[config.mk]
export PLATFORM = sky130hd
export DESIGN_NAME = cgbl_mac
export DESIGN_NICKNAME = d
export VERILOG_FILES = /design/src/design/cgbl_pkg.sv /design/src/design/cgbl_mac.sv
export SDC_FILE = /design/constraint.sdc
export NUM_CORES = 1
export LEC_CHECK = 0
export ABC_CLOCK_PERIOD_IN_PS = 26100
export BUFFER_PORTS_ARGS = -buffer_cell sky130_fd_sc_hd__buf_4
export CAP_MARGIN = 15
export CORE_MARGIN = 1
export CORE_UTILIZATION = 50
export DETAILED_ROUTE_END_ITERATION = 16
export HOLD_SLACK_MARGIN = 0.08
export PLACE_DENSITY = 0.65
export SLEW_MARGIN = 20
export SYNTH_ARGS = -nofsm -noshare
export SYNTH_HDL_FRONTEND = slang
export SYNTH_SLANG_ARGS = --single-unit
[constraint.sdc]
create_clock -name clk_i -period 26.1 [get_ports clk_i]
set_input_delay 2.61 -clock clk_i [delete_from_list [all_inputs] [get_ports clk_i]]
set_output_delay 2.61 -clock clk_i [all_outputs]
set_load 0.1 [all_outputs]
[src/design/cgbl_pkg.sv]
// ----------------------------------------------------------------------------
// Cost grid bilinear lookup: shared package
// Field widths, register indexes, operation codes, sequencer states and the
// control bundle of the shared multiply-accumulate unit.
// ----------------------------------------------------------------------------
package cgbl_pkg;

  // Payload field widths.
  localparam int unsigned OP_W       = 2;
  localparam int unsigned COORD_W    = 8;
  localparam int unsigned COST_W     = 24;
  localparam int unsigned POS_W      = 18;
  localparam int unsigned RES_W      = 32;

  // Configuration register widths.
  localparam int unsigned DIM_W      = 9;
  localparam int unsigned SCALE_W    = 16;
  localparam int unsigned MARGIN_W   = 8;
  localparam int unsigned CFG_IDX_W  = 2;
  localparam int unsigned CFG_DATA_W = 16;

  // Fixed-point format of query positions and of the result.
  localparam int unsigned FRAC_BITS  = 8;
  localparam int unsigned OUT_FRAC   = 8;

  // Default store edge length in cells.
  localparam int unsigned MAX_DIM_DEF = 256;

  // Multiply-accumulate unit widths.
  localparam int unsigned MAC_A_W = COST_W + FRAC_BITS;
  localparam int unsigned MAC_B_W = SCALE_W;
  localparam int unsigned ACC_W   = COST_W + 2 * FRAC_BITS + SCALE_W + 1;
  localparam int unsigned MAC_SH  = 2 * FRAC_BITS;

  // Register reset values.
  localparam logic [DIM_W-1:0]    GRID_WIDTH_RST  = DIM_W'(256);
  localparam logic [DIM_W-1:0]    GRID_HEIGHT_RST = DIM_W'(256);
  localparam logic [SCALE_W-1:0]  COST_SCALE_RST  = SCALE_W'(65535);
  localparam logic [MARGIN_W-1:0] MARGIN_RST      = '0;

  // Operation codes.
  localparam logic [OP_W-1:0] OP_WRITE = 2'd0;
  localparam logic [OP_W-1:0] OP_FILL  = 2'd1;
  localparam logic [OP_W-1:0] OP_QUERY = 2'd2;

  // Configuration register indexes.
  typedef enum logic [CFG_IDX_W-1:0] {
    REG_GRID_WIDTH   = 2'd0,
    REG_GRID_HEIGHT  = 2'd1,
    REG_COST_SCALE   = 2'd2,
    REG_MARGIN_CELLS = 2'd3
  } cfg_reg_e;

  // Sequencer states.
  typedef enum logic [4:0] {
    S_IDLE  = 5'b00001,
    S_WRITE = 5'b00010,
    S_FILL  = 5'b00100,
    S_QUERY = 5'b01000,
    S_DONE  = 5'b10000
  } state_e;

  // Control of the shared multiply-accumulate unit.
  typedef struct packed {
    logic en;     // update the accumulator
    logic clr;    // load the product instead of adding it
    logic shift;  // weight the product by 2^MAC_SH
  } mac_ctrl_t;

endpackage

[src/design/cgbl_mac.sv]
// ----------------------------------------------------------------------------
// Cost grid bilinear lookup: multiply-accumulate unit
// One unsigned multiplier feeding an accumulator; shared by every
// interpolation and scaling step of a query.
// ----------------------------------------------------------------------------
module cgbl_mac import cgbl_pkg::*; (
  input  logic               clk_i,
  input  mac_ctrl_t          ctrl_i,
  input  logic [MAC_A_W-1:0] a_i,
  input  logic [MAC_B_W-1:0] b_i,
  output logic [ACC_W-1:0]   acc_o
);

  logic [MAC_A_W+MAC_B_W-1:0] prod;
  logic [ACC_W-1:0]           addend;
  logic [ACC_W-1:0]           acc_q;

  // Product, optionally moved up to the weight of the high part.
  always_comb begin
    prod   = a_i * b_i;
    addend = ctrl_i.shift ? (ACC_W'(prod) << MAC_SH) : ACC_W'(prod);
  end

  // Accumulator: load or add.
  always_ff @(posedge clk_i) begin
    if (ctrl_i.en) begin
      acc_q <= ctrl_i.clr ? addend : acc_q + addend;
    end
  end

  assign acc_o = acc_q;

endmodule

After elaboration in Yosys (flattened, before gate mapping)
Index checks and enable logic that the tools add are counted.
- register bits after elaboration: 57
- latch bits: 0
- memory bits (writable): 0
- memory bits (read-only): 0
- input bits: 52
- memories: 0
- add/sub/neg operators: 1
- multiply operators: 1
- divide/modulo/power cells: 0
- magnitude comparators: 0
- eq/ne operators: 0
- shift operators: 0
- mux-type cells: 2
- bitwise logic cells: 0
- reductions and logical operators: 0
- operators with widths (cell ; number):
    57-bit two-way mux ; 2
    57-bit adder ; 1
    32-bit by 16-bit multiplier with 48-bit output ; 1

Logic depth before layout (Yosys ltp)
- depth in word-level cells: 4
- depth in mapped cells: 35
- mapped depth without buffers: 33

Worst setup path before layout
OpenSTA, ideal clock, no wires.
- kind: input -> register
- start point: in b_i[1]
- end point: reg acc_q[51], in the netlist acc_o[51] (data pin)
- data arrival time: 10202 ps
- path slack: 15642 ps
- stages on the path: 30
- path buffers: 2
- cells stage by stage: clkbuf_1 > nand2_1 > fa_1 > fa_1 > fa_1 > inv_1 > fa_1 > fa_1 > inv_1 > fa_1 > inv_1 > ha_1 > clkbuf_1 > a21oi_1 > nand2_1 > a221oi_1 > o31a_1 > o211ai_2 > a311oi_2 > o21ai_0 > xor2_1 > mux2_2 > ha_1 > nand2_1 > nor4_1 > inv_1 > o41ai_1 > o211ai_1 > a211o_1 > o211a_1
- cells in the longest elaborated chain, start to end: 4
- ends and longest elaborated chain (item ; RTL line ; RTL):
    start: declaration ; cgbl_mac.sv:10 ; input logic [MAC_B_W-1:0] b_i,
    32-bit by 16-bit multiplier with 48-bit output * ; cgbl_mac.sv:20 ; prod = a_i * b_i;
    57-bit two-way mux * ; cgbl_mac.sv:21 ; addend = ctrl_i.shift ? (ACC_W'(prod) << MAC_SH) : ACC_W'(prod);
    57-bit adder ; cgbl_mac.sv:27 ; acc_q <= ctrl_i.clr ? addend : acc_q + addend;
    57-bit two-way mux * ; cgbl_mac.sv:27 ;
    end signal: assignment ; cgbl_mac.sv:27 ;
    end: declaration ; cgbl_mac.sv:16 ; logic [ACC_W-1:0] acc_q;
Every way passes the cells marked *; elsewhere a longest branch is shown, timed or not.
A chain may end at the register's enable or synchronous reset.

Worst setup path after layout
- start point: in b_i[4]
- end point: reg acc_q[51], in the netlist acc_o[51] (data pin)
The elaborated chain is that of the path after synthesis.

==> impl_results.md <==
* # rows at between 70 and 80
* Worst Hold End: acc_o[0]
* Vias in the first global route at 19,667
* #FFs+latches synth at between 50 and 60
* Non-Filler Instances at 3,281
* FFs w/ async S/R, synth at 0%
* Crit share post-route at between 40% and 50%
* Post-CTS setup buffer count at 0
* Reg2reg start: acc_o[12]
* # Max-Cap Violations at 0
* Final setup vio count at 0
* Hold path depth at 2
* Initial Utilization at 50.9%
* Syn Area/Cell at 8.37 sq um
* Clock sink count at 57
* 1st-iter DRT viols at approximately 1,400
* CTS clk-pin slew, worst paths at 0.05 ns
* Synthesis warning total at 0
* Critical path class: in -> reg
* Slew Viols, Final at 0
* Hold_ws at 0.833 ns
* # diodes at 0
* H-tree depth at 3
* Total track usage at between 20% and 30%
* Worst endpoint required time at 26.21 ns
* Dpl hpwl at just over 50,000 microns
* Yosys cell types at 70
* Synthesized area at 22,600 sq um
* Die Ht at about 210 microns
* Area grow syn2layout at 5.97%
* Number of enable flip-flop cells after synthesis at 57
* Fill cells at between 4,000 and 5,000
* Max frequency at approximately 0.086 GHz
* Yosys top cell by area: fa_1
* Reg2Reg Depth at 10
* Resized cells post-CTS at 0
* Final min period at about 12 ns
* First-pass GRT wire length at about 110,000 microns
* Worst Tran Pin Value at 0.921 ns
* RePlAce Congestion at 0.940
* Mapped Nets at roughly 3,400
* WL/cell at roughly 20 microns
* Bufs on Longest Clock Path at 2
* Share of layout cells above drive strength 1 at 5.99%
* Worst skew pair latency at 0.35 ns
* Yosys top cell area share at 37.1%
* Placed cells at 3,265
* Via density at 5.65
* Post-route ant nets at 0
* IO Pins at 109
* Clk_skew at 0.00624 ns
* WP data arrival at 11.69 ns
* Total wire length at about 64,000 microns
* Setup TNS Final at 0 ns
* Root buffer cell: clkbuf_16
* Hold path start: acc_o[0]
* CP Capture Type: register
* Slowest stage cell, crit path: o41ai_1
* Core Area at 44,400 sq um
* Reg-to-reg endpoint: acc_o[51]
* CTS tree: done
* CTS buffer count at 9
* Nets at 3,331
* Post-synth top flop: edfxtp_1
* Sequential area share after synthesis at 7.57%
* IO Port Bufs at between 100 and 150
* DR DRC count at 0
* Status: completed
* Initial antenna violation count at 0
* Die width at 215 microns
* Startpoint class of the critical path: input pin
* HP Class: reg -> reg
* Cts-stage hold buffer count at 0
* RSZ-0062 raised after global routing: no
* Synth area leaders: fa_1, ha_1, inv_1, edfxtp_1, nand2_1
* Most used cell along the critical path: fa_1
* Crit Path Max Fanout at 32
* Hold Violations, Final at 0
* Pin count of the biggest net entering global routing at 58
* Syn Inst Count at 2,703
* Worst slew margin at between 30% and 40%
* Drt pass-1 iters at 8
* Largest register FFs at 57
* Flop2flop setup slack at roughly 22 ns
* Via count at 18,540
* Congestion Overflow GR at 0
* Die area at 46,100 sq um
* Worst path max stage delay at between 0.7 and 0.8 ns
==> area by class of cell <==
class,instances,area (sq um),area share (%)
multi-input cells,2008,18500,77.2
flip-flops and latches,57,1710,7.14
clock buffers,11,233,0.971
inverters,499,1870,7.81
clock inverters,5,80.1,0.334
repair buffers,109,818,3.41
well taps,592,741,3.09
==> cells in the final DEF, fill, tap and decap left out, types with 12 or more instances in the layout <==
cell type / netlist / layout
and2_1: 201 / 201
nor2_1: 86 / 86
xor2_1: 28 / 28
o21ai_0: 82 / 82
nand4_1: 23 / 23
nand2b_1: 12 / 12
o21bai_1: 23 / 23
xnor2_1: 61 / 61
a21oi_1: 148 / 148
edfxtp_1: 57 / 57
and3_1: 13 / 13
ha_1: 176 / 176
buf_4: 0 / 109
mux2i_1: 14 / 14
nand3_1: 24 / 24
a31oi_1: 14 / 14
a211oi_1: 12 / 12
fa_1: 419 / 419
a21o_1: 45 / 45
mux2_2: 24 / 24
nor3_1: 14 / 14
o211ai_1: 14 / 14
inv_1: 497 / 497
nand2_1: 444 / 444
==> critical path: cells and delay by family <==
| kind | cells | cell delay [ns] |
|---|---|---|
| AOI/OAI and AO/OA | 11 | 3.42 |
| xor gates and xnor gates | 1 | 0.23 |
| adders and majority gates | 8 | 3.75 |
| buffers and inverters | 6 | 0.54 |
| muxes | 1 | 0.30 |
| and+or+nand+nor | 3 | 0.81 |
==> worst max path at each step <==
stage	to	startpoint	cells after the start	slack [ns]
3_5_place_dp	acc_o[51]	b_i[4]	30	14.18
3_3_place_gp	acc_o[55]	b_i[7]	29	14.21
6_report	acc_o[51]	b_i[4]	30	14.51
4_1_cts	acc_o[51]	b_i[1]	29	14.54
2_1_floorplan	acc_o[51]	b_i[1]	30	15.64
5_1_grt	acc_o[51]	b_i[7]	31	13.98
==> routing by layer <==
| metal | vias to the layer above | track usage, % | part of all wire (%) |
|---|---|---|---|
| li1 | 8477 | - | - |
| met1 | 9301 | 40.8 | 44 |
| met2 | 672 | 47.6 | 47 |
| met3 | 90 | 3.33 | 6.6 |
| met4 | 0 | 7.81 | 2.3 |
| met5 | - | 0 | 0 |
==> cells in the mapped netlist, drive strengths merged, types with 28 or more instances <==
master and number:
inv 499, nand2 444, fa 419, and2 201, ha 176, a21oi 148, clkbuf 133, nor2 86
o21ai 84, xnor2 61, edfxtp 57, a21o 45, xor2 28
==> stage by stage <==
stage	setup slack (ns)	utilization (%)	area [sq um]
3_3_place_gp	14.21	53.3	23700
4_1_cts	14.54	54.0	24000
3_5_place_dp	14.18	53.3	23700
5_1_grt	13.98	54.0	24000
2_1_floorplan	15.64	-	22600
6_report	14.51	54.0	24000
==> logic make-up after synthesis <==
logic type | count (synthesis) | synth area share, %
compound gates | 428 | 12.0
mux | 38 | 1.81
xor+xnor | 89 | 3.45
simple gates | 858 | 17.8
fa+ha+maj | 595 | 46.8
flops | 57 | 7.57
buf+inv | 638 | 10.6
Power is not shown: default switching activity piles up to over one toggle a cycle in this logic, so the estimate is an artifact.
